==> src/hdl/igr_pkg.sv <==
`timescale 1ns / 1ps

package igr_pkg;

  // Default frame side; the top level hands it down as a parameter.
  localparam int unsigned SIDE_DEF = 256;

  localparam int unsigned FIELD_W = 8;
  localparam int unsigned PIX_W   = 3 * FIELD_W;
  localparam int unsigned CFG_W   = 8;
  localparam int unsigned CFG_IW  = 2;

  // Configuration register indexes
  localparam logic [CFG_IW-1:0] REG_MODE    = 2'd0;
  localparam logic [CFG_IW-1:0] REG_QUAD    = 2'd1;
  localparam logic [CFG_IW-1:0] REG_SHUFFLE = 2'd2;
  localparam logic [CFG_IW-1:0] REG_SHRINK  = 2'd3;

  // Read-out modes
  localparam logic [3:0] MODE_IDENT    = 4'd0;
  localparam logic [3:0] MODE_ROW_FLIP = 4'd1;
  localparam logic [3:0] MODE_COL_FLIP = 4'd2;
  localparam logic [3:0] MODE_ROT90    = 4'd3;
  localparam logic [3:0] MODE_ROT180   = 4'd4;
  localparam logic [3:0] MODE_ROT270   = 4'd5;
  localparam logic [3:0] MODE_MIR_R2L  = 4'd6;
  localparam logic [3:0] MODE_MIR_B2T  = 4'd7;
  localparam logic [3:0] MODE_MIR_T2B  = 4'd8;
  localparam logic [3:0] MODE_MIR_L2R  = 4'd9;
  localparam logic [3:0] MODE_ZOOM     = 4'd10;
  localparam logic [3:0] MODE_SHUFFLE  = 4'd11;
  localparam logic [3:0] MODE_SHRINK   = 4'd12;

  // Item action codes
  localparam logic ACT_STORE = 1'b0;
  localparam logic ACT_READ  = 1'b1;

  // Register reset values
  localparam logic [3:0] MODE_RST    = MODE_IDENT;
  localparam logic [1:0] QUAD_RST    = 2'd0;
  localparam logic [7:0] SHUFFLE_RST = 8'd228;
  localparam logic [2:0] SHRINK_RST  = 3'd2;

  // Controller to datapath
  typedef struct packed {
    logic capture;   // latch the accepted transaction
    logic exec;      // perform the memory access
    logic load_out;  // move the read pixel into the output register
  } igr_cmd_t;

  // Datapath to controller
  typedef struct packed {
    logic is_read;
  } igr_status_t;

endpackage

==> src/hdl/igr_ctrl.sv <==
`timescale 1ns / 1ps

module igr_ctrl (
  input  logic                 clk,
  input  logic                 rst_n,
  input  logic                 in_valid,
  output logic                 in_stall,
  output logic                 out_valid,
  input  logic                 out_stall,
  input  igr_pkg::igr_status_t status,
  output igr_pkg::igr_cmd_t    cmd
);

  typedef enum logic [1:0] {
    ST_IDLE,
    ST_EXEC,
    ST_LOAD
  } state_t;

  state_t state_r;
  logic   in_stall_r;
  logic   out_valid_r;
  logic   accept;
  logic   load;

  assign accept = in_valid && !in_stall_r;
  assign load   = (state_r == ST_LOAD) && (!out_valid_r || !out_stall);

  always_comb begin
    cmd          = '0;
    cmd.capture  = accept;
    cmd.exec     = (state_r == ST_EXEC);
    cmd.load_out = load;
  end

  always_ff @(posedge clk) begin
    if (!rst_n) begin
      state_r     <= ST_IDLE;
      in_stall_r  <= 1'b0;
      out_valid_r <= 1'b0;
    end else begin
      // output register: fill on load, drop once taken
      if (load) begin
        out_valid_r <= 1'b1;
      end else if (!out_stall) begin
        out_valid_r <= 1'b0;
      end
      case (state_r)
        ST_IDLE: begin
          if (accept) begin
            state_r    <= ST_EXEC;
            in_stall_r <= 1'b1;
          end
        end
        ST_EXEC: begin
          if (status.is_read) begin
            state_r <= ST_LOAD;
          end else begin
            state_r    <= ST_IDLE;
            in_stall_r <= 1'b0;
          end
        end
        ST_LOAD: begin
          if (load) begin
            state_r    <= ST_IDLE;
            in_stall_r <= 1'b0;
          end
        end
        default: begin
          state_r    <= ST_IDLE;
          in_stall_r <= 1'b0;
        end
      endcase
    end
  end

  assign in_stall  = in_stall_r;
  assign out_valid = out_valid_r;

endmodule

==> config.mk <==
export PLATFORM = sky130hd
export DESIGN_NAME = igr_ctrl
export DESIGN_NICKNAME = d
export VERILOG_FILES = /design/src/hdl/igr_pkg.sv /design/src/hdl/igr_ctrl.sv
export SDC_FILE = /design/constraint.sdc
export NUM_CORES = 1
export LEC_CHECK = 0
export ABC_AREA = 0
export ABC_CLOCK_PERIOD_IN_PS = 1200
export BUFFER_PORTS_ARGS = -buffer_cell sky130_fd_sc_hd__buf_4
export CORE_AREA = 2 2 39 41
export CTS_CLUSTER_DIAMETER = 30
export DETAILED_ROUTE_END_ITERATION = 8
export DIE_AREA = 0 0 41 43
export PLACE_DENSITY = 0.3
export SYNTH_ARGS = -nofsm -noshare
export SYNTH_HDL_FRONTEND = slang
export SYNTH_SLANG_ARGS = --single-unit
==> constraint.sdc <==
create_clock -name clk -period 1.2 [get_ports clk]
set_input_delay 0.12 -clock clk [delete_from_list [all_inputs] [get_ports clk]]
set_output_delay 0.12 -clock clk [all_outputs]
set_load 0.005 [all_outputs]
Word level (Yosys, flattened, before mapping). Index checks and enable logic that the tools add are counted.

Bits in registers: 4. Bits of input ports: 5. Output and inout bits: 5. Logic and storage cells: 28.

Equality and inequality tests: 6. Mux-type cells: 10. Reduce and logical (&&, ||, !) cells: 9.

Operator list (count): $mux W2 (3); $ne A2 B2 Y1 const B (3); $pmux W2 S3 (1); $mux W1 (5); $logic_not A1 Y1 (3); $pmux W1 S3 (1); $reduce_and A3 Y1 (1); $eq A2 B1 Y1 const B (1); $eq A2 B2 Y1 const B (1); $logic_and A1 B1 Y1 (2); $logic_not A2 Y1 (1); $ne A2 B1 Y1 const B (1); $reduce_and A2 Y1 (1); $logic_or A1 B1 Y1 (1).

Logic depth before layout (Yosys ltp).
Depth after elaboration: 5. Gate-level depth with buffers: 3. Depth with buffers taken out: 3.

Worst setup path before layout. OpenSTA, ideal clock, no wires.

Path kind: register to register. From: reg state_r[0]. To: reg in_stall_r, in the netlist in_stall. Setup time: 0.070 ns. Arrival: 0.879 ns. Required time: 1.130 ns. Setup slack: 0.251 ns. Stages on the path, launching flop included: 4. Buffers on the path: 0. Clock period less this slack: 0.949 ns. Cells stage by stage: dfxtp_1 > nand2b_4 > or3_1 > a21boi_1.

Longest elaborated chain between the ends: 4. Elaborated cells on any way between the ends: 9. Those cells by class: eq/ne (5); mux (1); reduce/logical (3).

Ends and longest elaborated chain: start, declared (RTL line igr_ctrl.sv:20) `state_t state_r;`; start signal, assigned (RTL line igr_ctrl.sv:38) `state_r <= ST_IDLE;`; start signal, assigned (RTL line igr_ctrl.sv:51) `state_r <= ST_EXEC;`; start signal, assigned (RTL line igr_ctrl.sv:57) `state_r <= ST_LOAD;`; $eq A2 B2 Y1 (RTL line igr_ctrl.sv:27, igr_ctrl.sv:48); $logic_and A1 B1 Y1 (RTL line igr_ctrl.sv:27) `assign load = (state_r == ST_LOAD) && (!out_valid_r || !out_stall);`; $ne A2 B2 Y1 (no source line); $reduce_and A3 Y1 (no source line); end signal, assigned (RTL line igr_ctrl.sv:39) `in_stall_r <= 1'b0;`; end signal, assigned (RTL line igr_ctrl.sv:52) `in_stall_r <= 1'b1;`; end signal, assigned (RTL line igr_ctrl.sv:60) `in_stall_r <= 1'b0;`; end, declared (RTL line igr_ctrl.sv:21) `logic in_stall_r;`.

Several ways; a longest one is shown, not always the timed one. A chain may end at the register's enable or synchronous reset.

==> results.md <==
- CTS tree: done
- CP max stage cell: dfxtp_1
- Port buffer count: 9
- Fmax achieved: 880 MHz
- Pwr dens: around 1200 mW/mm2
- Area of the core: 0.00138 mm2
- Slew Viols, Final: 0
- Post-CTS setup buffer count: 0
- Max_cap viols: 0
- CTS Root Cell: clkbuf_4
- GRT Resource Usage Total: 6.73%
- Largest net degree at the start of global routing: 5
- Cell variety after synth: 16
- Clk pin slew, worst setup/hold paths: 0.04 ns
- Share of the synthesized area in the top cell type: roughly two fifths
- P&R area growth vs syn: 47.2%
- Max_slew headroom: 87.8%
- Vias in the first global route: 175
- Top Layer Used: met3
- Gr ovfl total: 0
- Worst VDD drop: 0.265 mV
- Fraction of layout cells with a size suffix above 1: 43.8%
- Crit. End Element: primary output
- Worst-path cell chain: and2b_2, buf_4
- Req. time, crit path: 1.08 ns
- Initial antenna violation count: 0
- Final ANT Viol Nets: 0
- Synth Area in Adders: 0%
- Syn_area_per_cell: 9.16 um2
- Dpl cells: 45
- Pleak: 0.128 nW
- # clock sinks: 4
- First DRT Iteration DRCs: 1
- Largest family of logic cells by synthesized area: simple AND/OR/NAND/NOR gates
- Final #Nets: 39
- Clock power frac: 46.0%
- Commonest non-fill, non-tap cell in the layout: buf_4
- R2r setup slk: 0.18 ns
- Worst hold endpoint: state_r[1]
- Largest stage delay, worst path: 0.40 ns
- RSZ-0062 raised after global routing: false
- Hold path start: rst_n
- Net Switching: 77.8 uW
- Later-pin clock latency in the skew report: about 0.23 ns
- IO Count: 10
- CP Data Arrival Time: 1.02 ns
- Post-synthesis compound-gate area fraction: 18.6%
- Yosys top cell by area: dfxtp_1
- Hold Path Depth: 2
- Worst slew pin tran: ~0.18 ns
- Final Non-Filler Cells: 48
- Status: complete, no violations
- Inserted Diodes: 0
- Sequential fraction of the synthesis area: 39.8%
- First-pass GRT wire length: 696 um
- Vias/cell: 3.67
- Endpoints failing setup: 0
- Synthesis warning total: 0
- Commonest non-fill, non-tap cells in the layout: 9 x buf_4, 4 x dfxtp_1, 3 x clkbuf_4
- Sequential power share: 40.7%
- Hold_buf cts: 0
- Layout Skew: roughly 0.00044 ns
- Crit path kind: reg -> out
- Mapped cell area: 201 um2
- XOR/XNOR share of the synthesized area: 0%
- GPL Wtd Cong: 0.656
- Post-CTS sizing: 0
- R2R cell count: 3
- Mux cell area share after synthesis: 0%
- Met1 wire length: ~220 um
- Sw Ratio: between 20% and 30%
- Initial core utilization: about 15%
- DR WL met3: ~29 um
- DRC: 0
- Via Count: 176
- Worst reg2reg startpoint: state_r[0]
- Min-Delay Path Class: in -> reg
- Drt total wl: 424 um
- Final Hold Viols: 0
- Per-cell routed wire length: 8.83 um
- Fin Setup TNS: 0 ns
- CTS Buf Count: 3
- Post-Synth Simple-Gate Area: 30.4%
- CP Launch Type: flop
- Die footprint: 0.00176 mm2
- Crit Reg-Reg Endpoint: in_stall
- Tcrit/Tclk final: 94.7%
- H-tree levels: 1
- Met2 wire len: 177 um
- Num rows: 14
- CTS Buffer Depth: 2
- Pint: 284 uW
- Die width: 41 um
- Iteration count of the initial detailed-routing pass: 3
- Largest cells by area after synthesis: dfxtp_1 40%, buf_4 7.5%, nand2b_4 6.8%
- Die H: 43 um
- Gate power share: 13.3%
- Synthesized Nets: 27
- FF+latch count, synth: 4
- Final Critical Period: 1.14 ns
- Dpl hpwl: between 300 and 400 um
- Post-Syn Instances: 22
- Worst-path fanout max: 4
==> metal layers <==
layer  up-vias  global-route usage (%)
met3         0                    3.14
met4         0                    10.0
met2         7                    6.56
met1        76                    8.06
met5         -                       0
li1         93                       -
==> area by class of cell <==
type                            instances  area (um2)
Fill cell                             157        1090
Multi-Input combinational cell         14        98.8
Sequential cell                         4        80.1
Timing Repair Buffer                    9        67.6
Clock buffer                            3        22.5
Tap cell                               16        20.0
Inverter                                2        7.51
==> registers in the layout, summed over array words and instances, names as in the netlist <==
signal     count
out_valid      1
state_r        2
in_stall       1
==> cells in the mapped netlist, drive strengths merged <==
master and count:
a21boi 2, a21oi 1, a2bb2oi 1, a32oi 1, and2b 1, and3 1
buf 2, dfxtp 4, inv 2, nand2 1, nand2b 2, nor2 1
nor2b 2, or3 1
==> power by group through the flow <==
stage	clock, mW	sequential, mW	combinational (mW)
3_5_place_dp	0	0.150	0.0485
6_report	0.166	0.147	0.0482
5_1_grt	0.196	0.148	0.0535
3_3_place_gp	0	0.150	0.0501
2_1_floorplan	0	0.148	0.0250
4_1_cts	0.174	0.147	0.0490
==> cell families after synthesis <==
kind of cell | after synthesis
AND/OR/NAND/NOR | 9
AO/OA/AOI/OAI | 5
flip-flops | 4
buffers and inverters | 4
==> worst max-delay path, delay by kind of cell (launching register included) <==
kind / cells / cell delay, ns
buffers and inverters: 1 / 0.13
DFF: 1 / 0.40
and+or+nand+nor: 1 / 0.25
==> how the worst max path moves through the flow <==
stage,endpoint,slack [ns],start,cells after the start
2_1_floorplan,in_stall,0.25,state_r[0],3
3_3_place_gp,in_stall,0.18,state_r[0],3
3_5_place_dp,in_stall,0.20,state_r[0],3
4_1_cts,cmd[1],0.06,state_r[1],2
5_1_grt,cmd[1],0.008,state_r[1],2
6_report,cmd[1],0.06,state_r[1],2
==> stage by stage <==
step	worst slack (ns)	total power [mW]	cell area (um2)	util (%)	hold slack (ns)
after global routing	0.00828	0.397	297	21.4	0.132
final	0.0630	0.362	297	21.4	0.129
after floorplan	0.251	0.173	201	-	0.248
after CTS	0.0554	0.370	297	21.4	0.122
after detailed placement	0.204	0.198	274	19.8	0.364
after global placement	0.179	0.200	274	19.8	0.373
No activity file was read; power rests on OpenSTA's default activity.
